**src/rtl/ctwt_pkg.sv**
```systemverilog
// ----------------------------------------------------------------------------
// ctwt_pkg: shared types and codes for the client table
// Opcodes, status codes, the table entry layout and the compare unit result.
// ----------------------------------------------------------------------------
package ctwt_pkg;

   typedef logic [31:0] addr_type;
   typedef logic [15:0] port_type;
   typedef logic [47:0] key_type;
   typedef logic [31:0] time_type;
   typedef logic [15:0] timeout_type;
   typedef logic [1:0]  status_type;

   typedef enum logic [1:0] {
      OP_ADD       = 2'd0,
      OP_CONTAINS  = 2'd1,
      OP_REFRESH   = 2'd2,
      OP_BROADCAST = 2'd3
   } op_type;

   localparam status_type STATUS_OK     = 2'd0;
   localparam status_type STATUS_ABSENT = 2'd1;
   localparam status_type STATUS_FULL   = 2'd2;

   localparam timeout_type TIMEOUT_RESET = 16'd5;

   // One table slot as held in memory
   typedef struct packed {
      logic     valid;
      addr_type addr;
      port_type port;
      time_type stamp;
   } entry_type;

   // Per-entry verdicts from the shared compare unit
   typedef struct packed {
      logic hit;
      logic expired;
      logic gt_prev;
      logic lt_best;
   } cmp_type;

endpackage

```
**src/rtl/ctwt_cmp.sv**
```systemverilog
// ----------------------------------------------------------------------------
// ctwt_cmp: shared compare unit
// Judges one table entry: key match, age against the timeout, and its order
// against the previous and current best broadcast keys.
// ----------------------------------------------------------------------------
module ctwt_cmp import ctwt_pkg::*; (
   input  entry_type   entry,
   input  addr_type    key_addr,
   input  port_type    key_port,
   input  time_type    now,
   input  timeout_type timeout,
   input  key_type     prev_key,
   input  key_type     best_key,
   output cmp_type     result
);

   key_type  entry_key;
   time_type age;

   assign entry_key = {entry.addr, entry.port};
   // wrap-around age, compared unsigned
   assign age       = now - entry.stamp;

   always_comb begin
      result.hit     = entry.valid && (entry.addr == key_addr) && (entry.port == key_port);
      result.expired = age > {16'd0, timeout};
      result.gt_prev = entry_key > prev_key;
      result.lt_best = entry_key < best_key;
   end

endmodule

```
**config.mk**
```make
export PLATFORM = sky130hd
export DESIGN_NAME = ctwt_cmp
export DESIGN_NICKNAME = d
export VERILOG_FILES = /design/src/rtl/ctwt_pkg.sv /design/src/rtl/ctwt_cmp.sv
export SDC_FILE = /design/constraint.sdc
export NUM_CORES = 1
export LEC_CHECK = 0
export BUFFER_PORTS_ARGS = -buffer_cell sky130_fd_sc_hd__buf_2
export CELL_PAD_IN_SITES_DETAIL_PLACEMENT = 2
export CELL_PAD_IN_SITES_GLOBAL_PLACEMENT = 2
export CORE_ASPECT_RATIO = 2
export CORE_MARGIN = 4
export CORE_UTILIZATION = 22
export DETAILED_ROUTE_END_ITERATION = 8
export GPL_ROUTABILITY_DRIVEN = 0
export GPL_TIMING_DRIVEN = 0
export PLACE_DENSITY_LB_ADDON = 0.15
export SLEW_MARGIN = 20
export SYNTH_ARGS = -nofsm -noshare
export SYNTH_HDL_FRONTEND = slang
export SYNTH_SLANG_ARGS = --single-unit
export TNS_END_PERCENT = 100
```
**constraint.sdc**
```tcl
create_clock -name vclk -period 5.1
set_clock_uncertainty 0.2 [all_clocks]
set_input_delay 1.02 -clock vclk [all_inputs]
set_output_delay 1.02 -clock vclk [all_outputs]
set_load 0.02 [all_outputs]
```
==> run metrics, run 1 <==
width of the die=roughly 120 um; fmax=177 MHz; layout cell share with drive strength beyond 1=a little over a third; DR iter-0 viols=87; Hold Path Sink=result[3]; Synth cell types=66; final setup vio count=1; WP data required=3.88 ns; # fillers=2924; peak supply drop=0.0443 mV; WHS Path Cells=5; Post-Syn Nets=1160; sequential cell count=0; Slew headroom=between 30% and 40%; overall die area=26800 um^2; final worst-path setup slack=-0.563 ns; CP peak stage delay=0.34 ns; post-synth top area cell=ha_1; Initial Utilization=about 22%; min Tclk post-route=around 5.7 ns; RSZ-0062 raised after global routing=yes; kind of critical path=input port to output pin; Initial DRT Pass Iterations=4; sequential fraction of the synthesis area=0%; die height=227 um; failing checks=setup timing; vias in the first global route=7294; antenna violations before repair=6; # IOs=277; Reg area=0 um^2; top cells by area, synth=ha_1 34%, inv_1 11%, xnor2_1 7.9%; worst-path fanout max=3; critical-path cell list=buf_6, inv_4, ha_4, fa_2, nand2b_4, a21oi_4, nor2_4, o21ai_4, nand3_2, nand2_2, xor2_2, ha_1, nand4_1, a2111oi_4, a211oi_2, a21oi_2, a21oi_2, nand4_1, nor4_2, o2111ai_2, buf_6; period utilization=111%; max_cap viols=0; WL/cell=19.4 um; grt ovf=0; Mapped Cells=744; Power Dens Cells=105 nW/um^2; routed vias=6554; hold_sp=key_addr[8]; Synth warnings=0; multi-input logic area=5030 um^2; final layout net count=1457; Total GRT Usage=18.4%; hold_buf cts=0; Synth Cell Area=5300 um^2; largest net degree at the start of global routing=11; clock buffers=0; Final HPWL DP=about 24000 um; outcome=finished, violations left; Commonest cells post-synth=152 x inv_1, 142 x ha_1, 58 x a21oi_1; Setup crit end kind=output pin; CP arrival=4.44 ns; first-pass GRT wire length=39600 um; final count of hold timing violations=0; input/output buffers=277; Synth Area per Inst=7.12 um^2; synth-to-layout area growth=44.0%; Synth top area share=33.5%; worst slew pin tran=0.926 ns; Vias/cell=4.92; Placeable Area=23800 um^2; drc violations=0; most common cell in the netlist=inv_1; post-route ant nets=0; Leak=4.19 nW; Worst Setup Start Kind=input port; Rows=80; final WL=around 26000 um; slowest CP cell=fa_2; Placement Setup Slack=-1.03 ns; total negative slack=-0.563 ns; Hold Path Class=input port to output pin; Max Slew Vio Count=0
cell usage in the layout (no fill, tap or decap), types with 3 or more instances in the layout:
cell	instances
a21boi_0	3
a21o_1	30
a21o_2	3
a21oi_1	51
a21oi_2	5
a221oi_1	4
and3_1	3
buf_2	268
buf_4	18
buf_6	13
diode_2	5
ha_1	130
ha_2	3
ha_4	9
inv_1	148
nand2_1	35
nand2_2	3
nand2b_1	5
nand3_1	15
nand4_1	39
nor2_1	27
nor2b_1	13
nor3_1	8
nor4_1	6
o211ai_1	13
o21a_1	9
o21ai_0	29
o21ai_2	3
o21bai_1	3
o22ai_1	4
o31ai_1	3
or3_1	4
xnor2_1	44
xnor2_2	4
xor2_1	12
xor2_2	3
how the worst max path moves through the flow:
stage                  start        end  slack [ns]
finish                now[0]  result[2]       -0.56
global route          now[0]  result[2]       -0.73
CTS                 entry[4]  result[2]       -0.59
detailed placement  entry[3]  result[2]       -1.03
global placement    entry[3]  result[2]       -1.03
floorplan             now[0]  result[2]        0.02
stage by stage:
| stage | power, mW | utilization [%] | hold slack (ns) | area (um^2) | std cells |
|---|---|---|---|---|---|
| final | 0.803 | 32.0 | 2.30 | 7630 | 1331 |
| after global routing | 0.908 | 32.0 | 2.36 | 7630 | 1330 |
| after CTS | 0.785 | 31.2 | 2.33 | 7420 | 1323 |
| after detailed placement | 0.730 | 29.8 | 2.32 | 7090 | 1308 |
| after global placement | 0.711 | 29.8 | 2.34 | 7090 | 1308 |
| after floorplan | 0.438 | - | 2.03 | 5350 | 744 |
cell families (layout without fill, tap and decap cells):
logic type | after synthesis | count (layout) | synth area share, %
AO/OA/AOI/OAI | 196 | 196 | 24.8
AND/OR/NAND/NOR | 178 | 178 | 18.0
buffers and inverters | 160 | 455 | 12.0
adder cells (fa/ha/maj) | 143 | 143 | 33.9
XOR/XNOR | 63 | 63 | 10.4
multiplexers | 4 | 4 | 0.874
other | 0 | 5 | 0
final cells by class:
type               instances  share of cell area, %
plain buffers              8                  0.836
multi-input cells        584                   66.0
diodes                     5                  0.164
well taps                287                   4.71
inverters                152                   7.54
repair buffers           295                   20.8
routing by layer:
metal / share of wire (%) / GRT usage (%)
met5: 0.077 / 0
met4: 1.4 / 2.27
met1: 35 / 18.5
met3: 4.0 / 2.64
met2: 60 / 40.1
timing repair:
| item | in CTS | in global routing |
|---|---|---|
| pin swaps | 33 | 33 |
| endpoints found under the setup margin | 1 | 1 |
| endpoints found under the hold margin | 0 | 0 |
| resized for setup | 50 | 28 |
| setup buffers | 15 | 3 |
power breakdown:
part | switching [mW] | internal (mW) | total (mW) | leakage, nW
clock | 0 | 0.000000132 | 0.000000132 | 0.0000317
sequential | 0 | 0 | 0 | 0
combinational | 0.425 | 0.378 | 0.803 | 4.19
total | 0.425 | 0.378 | 0.803 | 4.19
critical path: cells and delay by family:
kind                       cells  cell delay [ns]
AOI/OAI and AO/OA              7             1.15
xor gates and xnor gates       1             0.18
adders and majority gates      3             0.75
buffers and inverters          3             0.26
and+or+nand+nor                7             1.05
(Power assumes the default switching activity.)
==> run 2, diff against run 1 <==
Settings changed: SETUP_SLACK_MARGIN set to 0.5.
==> run 2 against run 1 <==
The run still ends with setup timing left. Core utilization fell by 0.58 points. Hold slack about the same. Combinational power down 2%. Fmax up 0.95%. Design area fell by 1.8%. First-iteration DRC count is 47% higher. Largest cell class unchanged.
==> run metrics, run 2 (synthesis gave the netlist of run 1 again) <==
max_cap viols=0 (unchanged); final count of hold timing violations=0 (unchanged); met2 routed WL=16300 um (+5.7%); sequential cell count=0 (unchanged); Vias/cell=4.94 (+0.28%); multi-input logic area=4940 um^2 (-1.7%); # IOs=277 (unchanged); routed vias=6538 (-0.24%); Setup crit end kind=output pin; worst-path fanout max=3 (unchanged); worst slew pin tran=0.700 ns (-0.226 ns); grt ovf=0 (unchanged); Power Dens Cells=105 nW/um^2 (-0.47%); Rows=80 (unchanged); layout cell share with drive strength beyond 1=34.5% (-1.2 points); Hold Path Class=input port to output pin; Leak=4.14 nW (-1.3%); Final HPWL DP=23800 um (about the same); min Tclk post-route=5.61 ns (-0.0531 ns); outcome=finished, violations left; kind of critical path=input port to output pin; RSZ-0062 raised after global routing=yes; Total GRT Usage=18.4% (-0.021 points); peak supply drop=0.0465 mV (+5.0%); Placeable Area=23800 um^2 (unchanged); failing checks=setup timing; input/output buffers=277 (unchanged); antenna violations before repair=6 (unchanged); width of the die=118 um (unchanged); DR WL met3=1090 um (+6.3%); final worst-path setup slack=-0.510 ns (+0.0531 ns); CP arrival=4.39 ns (-0.05 ns); WL/cell=19.3 um (-0.46%); # fillers=2971 (+1.6%); post-route ant nets=0 (unchanged); Reg area=0 um^2 (unchanged); commonest non-fill, non-tap cell in the layout=buf_2; number of placed instances with taps included=1308 (unchanged); die height=227 um (unchanged); Final Util=31.4% (-0.58 points); fmax=178 MHz (+0.95%); Initial DRT Pass Iterations=4 (unchanged); top routing layer used=met5; met1 wire length=7550 um (-16%); final WL=25600 um (-0.99%); first-pass GRT wire length=38900 um (-1.7%); Worst Setup Start Kind=input port; Slew headroom=53.0% (+15 points); most frequent cells in the layout=271 x buf_2, 148 x inv_1, 132 x ha_1; largest net degree at the start of global routing=11 (unchanged); WP data required=3.88 ns (about the same); period utilization=110% (-1.0 points); final layout net count=1452 (-0.34%); vias in the first global route=7351 (+0.78%); drc violations=0 (unchanged); Initial Utilization=22.2% (unchanged); clock buffers=0 (unchanged); DR iter-0 viols=128 (+47%); synth-to-layout area growth=41.4%; final setup vio count=1 (unchanged); overall die area=26800 um^2 (unchanged); Max Slew Vio Count=0 (unchanged); Post-Layout Cell Count=1324 (-0.53%)
-- run 2: cell types whose count changed in the layout (fill, tap and decap cells not counted), moves of 3 or more --
cell | before | now
buf_4 | 18 | 14
xor2_2 | 3 | 0
xnor2_2 | 4 | 1
xnor2_1 | 44 | 47
buf_6 | 13 | 8
buf_2 | 268 | 271
-- run 2: path summary, 6_finish.rpt --
path	from	slack, ns	cells past startpoint	to
worst max-delay path	now[0]	-0.51	21	result[2]
worst min-delay path	key_addr[5]	2.30	5	result[3]
-- run 2: critical path, stage by stage --
cell and delay, ns:
buf_6 0.10, inv_12 0.03, ha_4 0.16, fa_2 0.34, nand2b_4 0.16, a21oi_4 0.16
nor2_4 0.07, o21ai_2 0.17, nand3_1 0.11, nand2_2 0.12, xor2_4 0.19, ha_4 0.22
nand4_1 0.12, a2111oi_2 0.07, a211oi_2 0.23, a21oi_2 0.11, a21oi_2 0.20, nand4_1 0.12
nor4_2 0.35, o2111ai_2 0.16, buf_6 0.16
-- run 2: power by group --
group	leakage (nW)	switching, mW	total (mW)	internal (mW)
sequential	0	0	0	0
clock	0.0000190	0	0.0000000787	0.0000000787
combinational	4.14	0.419	0.785	0.365
-- run 2: repair_timing --
item | CTS | global route
hold buffers | 0 | 0
pin swaps | 36 | 15
endpoints found under the setup margin | 2 | 2
resized for setup | 45 | 8
buffers inserted | 12 | 1
-- run 2: cell type report --
class,instances,area share (%)
multi-input cells,584,66.0
repair buffers,290,20.4
inverters,152,7.82
well taps,287,4.79
plain buffers,8,0.852
diodes,3,0.100
-- run 2: per-layer routing --
metal / vias to the layer above / GRT usage, %
met4: 4 / 3.52
met5: - / 0
li1: 3221 / -
met3: 24 / 2.59
met1: 3112 / 15.5
met2: 177 / 43.1
-- run 2: through the flow --
stage          power [mW]  TNS, ns  setup WS, ns  hold slack [ns]  area [um^2]
2_1_floorplan       0.444        0        0.0693             2.03         5390
3_3_place_gp        0.724   -0.888        -0.888             2.29         7140
3_5_place_dp        0.744   -0.929        -0.929             2.29         7140
4_1_cts             0.795   -0.526        -0.526             2.29         7440
5_1_grt             0.886   -0.761        -0.761             2.31         7490
6_report            0.785   -0.510        -0.510             2.30         7490
==> run 3, diff against run 2 <==
--- a/config.mk
+++ b/config.mk
@@ -11,3 +11,3 @@
 export CORE_ASPECT_RATIO = 2
-export CORE_MARGIN = 4
+export CORE_MARGIN = 2
 export CORE_UTILIZATION = 22
==> constraint.sdc (replaced) <==
create_clock -name vclk -period 5.1
set_clock_uncertainty 0.2 [all_clocks]
set_input_delay 0.765 -clock vclk [all_inputs]
set_output_delay 0.765 -clock vclk [all_outputs]
set_load 0.02 [all_outputs]
==> run 3 against run 2 <==
The run still ends with setup timing left. Core utilization increased by 0.47 points. Cell count increased by 0.60%. Fmax grew 7.0%. Global-route usage is 0.67 points higher. Hold slack worse by 0.49 ns. Die area is 5.1% lower. Total power up 0.99%. Non-clock buffer count is 5 higher. First-iteration DRC count is 22% lower. Setup slack better by 0.37 ns. Largest power group unchanged.
==> run metrics, run 3 (synthesis gave the netlist of run 1 again) <==
largest net degree at the start of global routing=11 (unchanged); DR iter-0 viols=100 (-22%); kind of critical path=input port to output pin; final count of hold timing violations=0 (unchanged); Rows=80 (unchanged); total negative slack=-0.145 ns (+0.366 ns); routed vias=6487 (-0.78%); worst slew pin tran=1.00 ns (+0.303 ns); P_int=371 uW (+1.5%); Vias/cell=4.87 (-1.4%); Slew headroom=32.6% (-20 points); Setup crit end kind=output pin; Sw Ratio=53.2% (-0.25 points); WL/cell=19.1 um (-0.84%); CP arrival=4.28 ns (-0.11 ns); final WL=25500 um (-0.24%); final setup vio count=1 (unchanged); Psw=422 uW (+0.52%); hold_buf cts=0 (unchanged); grt ovf=0 (unchanged); Initial DRT Pass Iterations=4 (unchanged); Placeable Area=23700 um^2 (-0.42%); commonest non-fill, non-tap cell in the layout=buf_2; period utilization=103% (-7.2 points); met2 routed WL=15700 um (-3.9%); slowest CP cell=fa_2; Initial Utilization=22.3% (+0.094 points); # IOs=277 (unchanged); width of the die=114 um (-3.4%); drc violations=0 (unchanged); outcome=finished, violations left; Post-Layout Cell Count=1332 (+0.60%); Final Util=31.9% (+0.47 points); fmax=191 MHz (+7.0%); critical-path cell list=buf_6, inv_4, ha_4, fa_2, nand2b_4, a21oi_4, nor2_4, buf_4, a21oi_1, xor2_1, ha_1, nand4_1, buf_4, a2111oi_4, a211oi_2, a21oi_2, a21oi_2, nand4_1, nor4_2, o2111ai_2, buf_6; met1 wire length=8020 um (+6.3%); Leak=4.18 nW (+1.0%); final layout net count=1457 (+0.34%); DR WL met3=1430 um (+31%); RSZ-0062 raised after global routing=yes; worst-path fanout max=2 (-1); Logic pwr share=100.0% (about the same); synth-to-layout area growth=42.9%; overall power=792 uW (+0.99%); antenna violations before repair=5 (-1); layout cell share with drive strength beyond 1=35.3% (+0.80 points); WP data required=4.14 ns (+0.26 ns); min Tclk post-route=5.24 ns (-0.366 ns); number of placed instances with taps included=1308 (unchanged); Clock Power Share=0% (unchanged); Reg area=0 um^2 (unchanged); max_cap viols=0 (unchanged); final worst-path setup slack=-0.145 ns (+0.366 ns); die height=223 um (-1.8%); input/output buffers=277 (unchanged); clock buffers=0 (unchanged); top routing layer used=met5; most frequent cells in the layout=269 x buf_2, 148 x inv_1, 131 x ha_1; Seq pwr share=0% (unchanged); Max Slew Vio Count=0 (unchanged); Power Dens Cells=105 nW/um^2 (about the same); Hold Path Class=input port to output pin; failing checks=setup timing; sequential cell count=0 (unchanged); Total GRT Usage=19.1% (+0.67 points); Final HPWL DP=23500 um (-1.1%); CP peak stage delay=0.35 ns (about the same); Worst Setup Start Kind=input port; post-route ant nets=0 (unchanged); overall die area=25400 um^2 (-5.1%); first-pass GRT wire length=37700 um (-3.1%); peak supply drop=0.0449 mV (-3.4%); vias in the first global route=7038 (-4.3%)
==> run 3: cell count changes in the layout (fill, tap and decap cells not counted), moves of 2 or more <==
| cell | change |
|---|---|
| buf_2 | -2 |
| buf_6 | +2 |
| xnor2_1 | -2 |
| diode_2 | +3 |
| buf_4 | +6 |
| xnor2_2 | +2 |
| ha_2 | +3 |
| ha_4 | -2 |
==> run 3: critical path, delay by kind of cell <==
kind	cells	cell delay, ns
simple gates	5	0.79
xor+xnor	1	0.27
buf+inv	5	0.57
fa+ha+maj	3	0.79
compound gates	7	1.10
==> run 3: cell type report <==
type,instances,area (um^2)
repair buffers,295,1570
inverters,152,576
fillers,2907,16200
plain buffers,8,63.8
diodes,6,15.0
multi-input cells,584,4980
well taps,287,359
==> run 3: per-stage QoR <==
stage	cell area (um^2)	hold slack (ns)	setup WS, ns
after floorplan	5350	1.52	0.529
after global placement	7090	1.83	-0.604
after detailed placement	7090	1.83	-0.655
after CTS	7280	1.83	-0.167
after global routing	7560	1.86	-0.364
final	7570	1.81	-0.145
==> run 3: final timing paths <==
check   endpoint  slack, ns   startpoint  depth (start not counted)
min    result[3]       1.81  key_addr[8]                          5
max    result[2]      -0.14       now[0]                         21
==> run 3: per-layer routing <==
layer  GRT usage [%]  up-vias
li1                -     3235
met1            16.8     3056
met2            43.3      179
met3            2.88       15
met4            2.44        2
met5               0        -
==> run 3: timing repair <==
item / in CTS / in global routing
pin swaps: 19 / 29
endpoints found under the setup margin: 1 / 1
setup buffers: 8 / 10
gates resized for setup: 29 / 38
==> run 3: power groups by stage <==
stage	clock network (mW)	registers, mW	logic [mW]
finish	0.000000158	0	0.792
global route	0.0000000789	0	0.893
CTS	0	0	0.768
detailed placement	0	0	0.732
global placement	0	0	0.714
floorplan	0	0	0.438
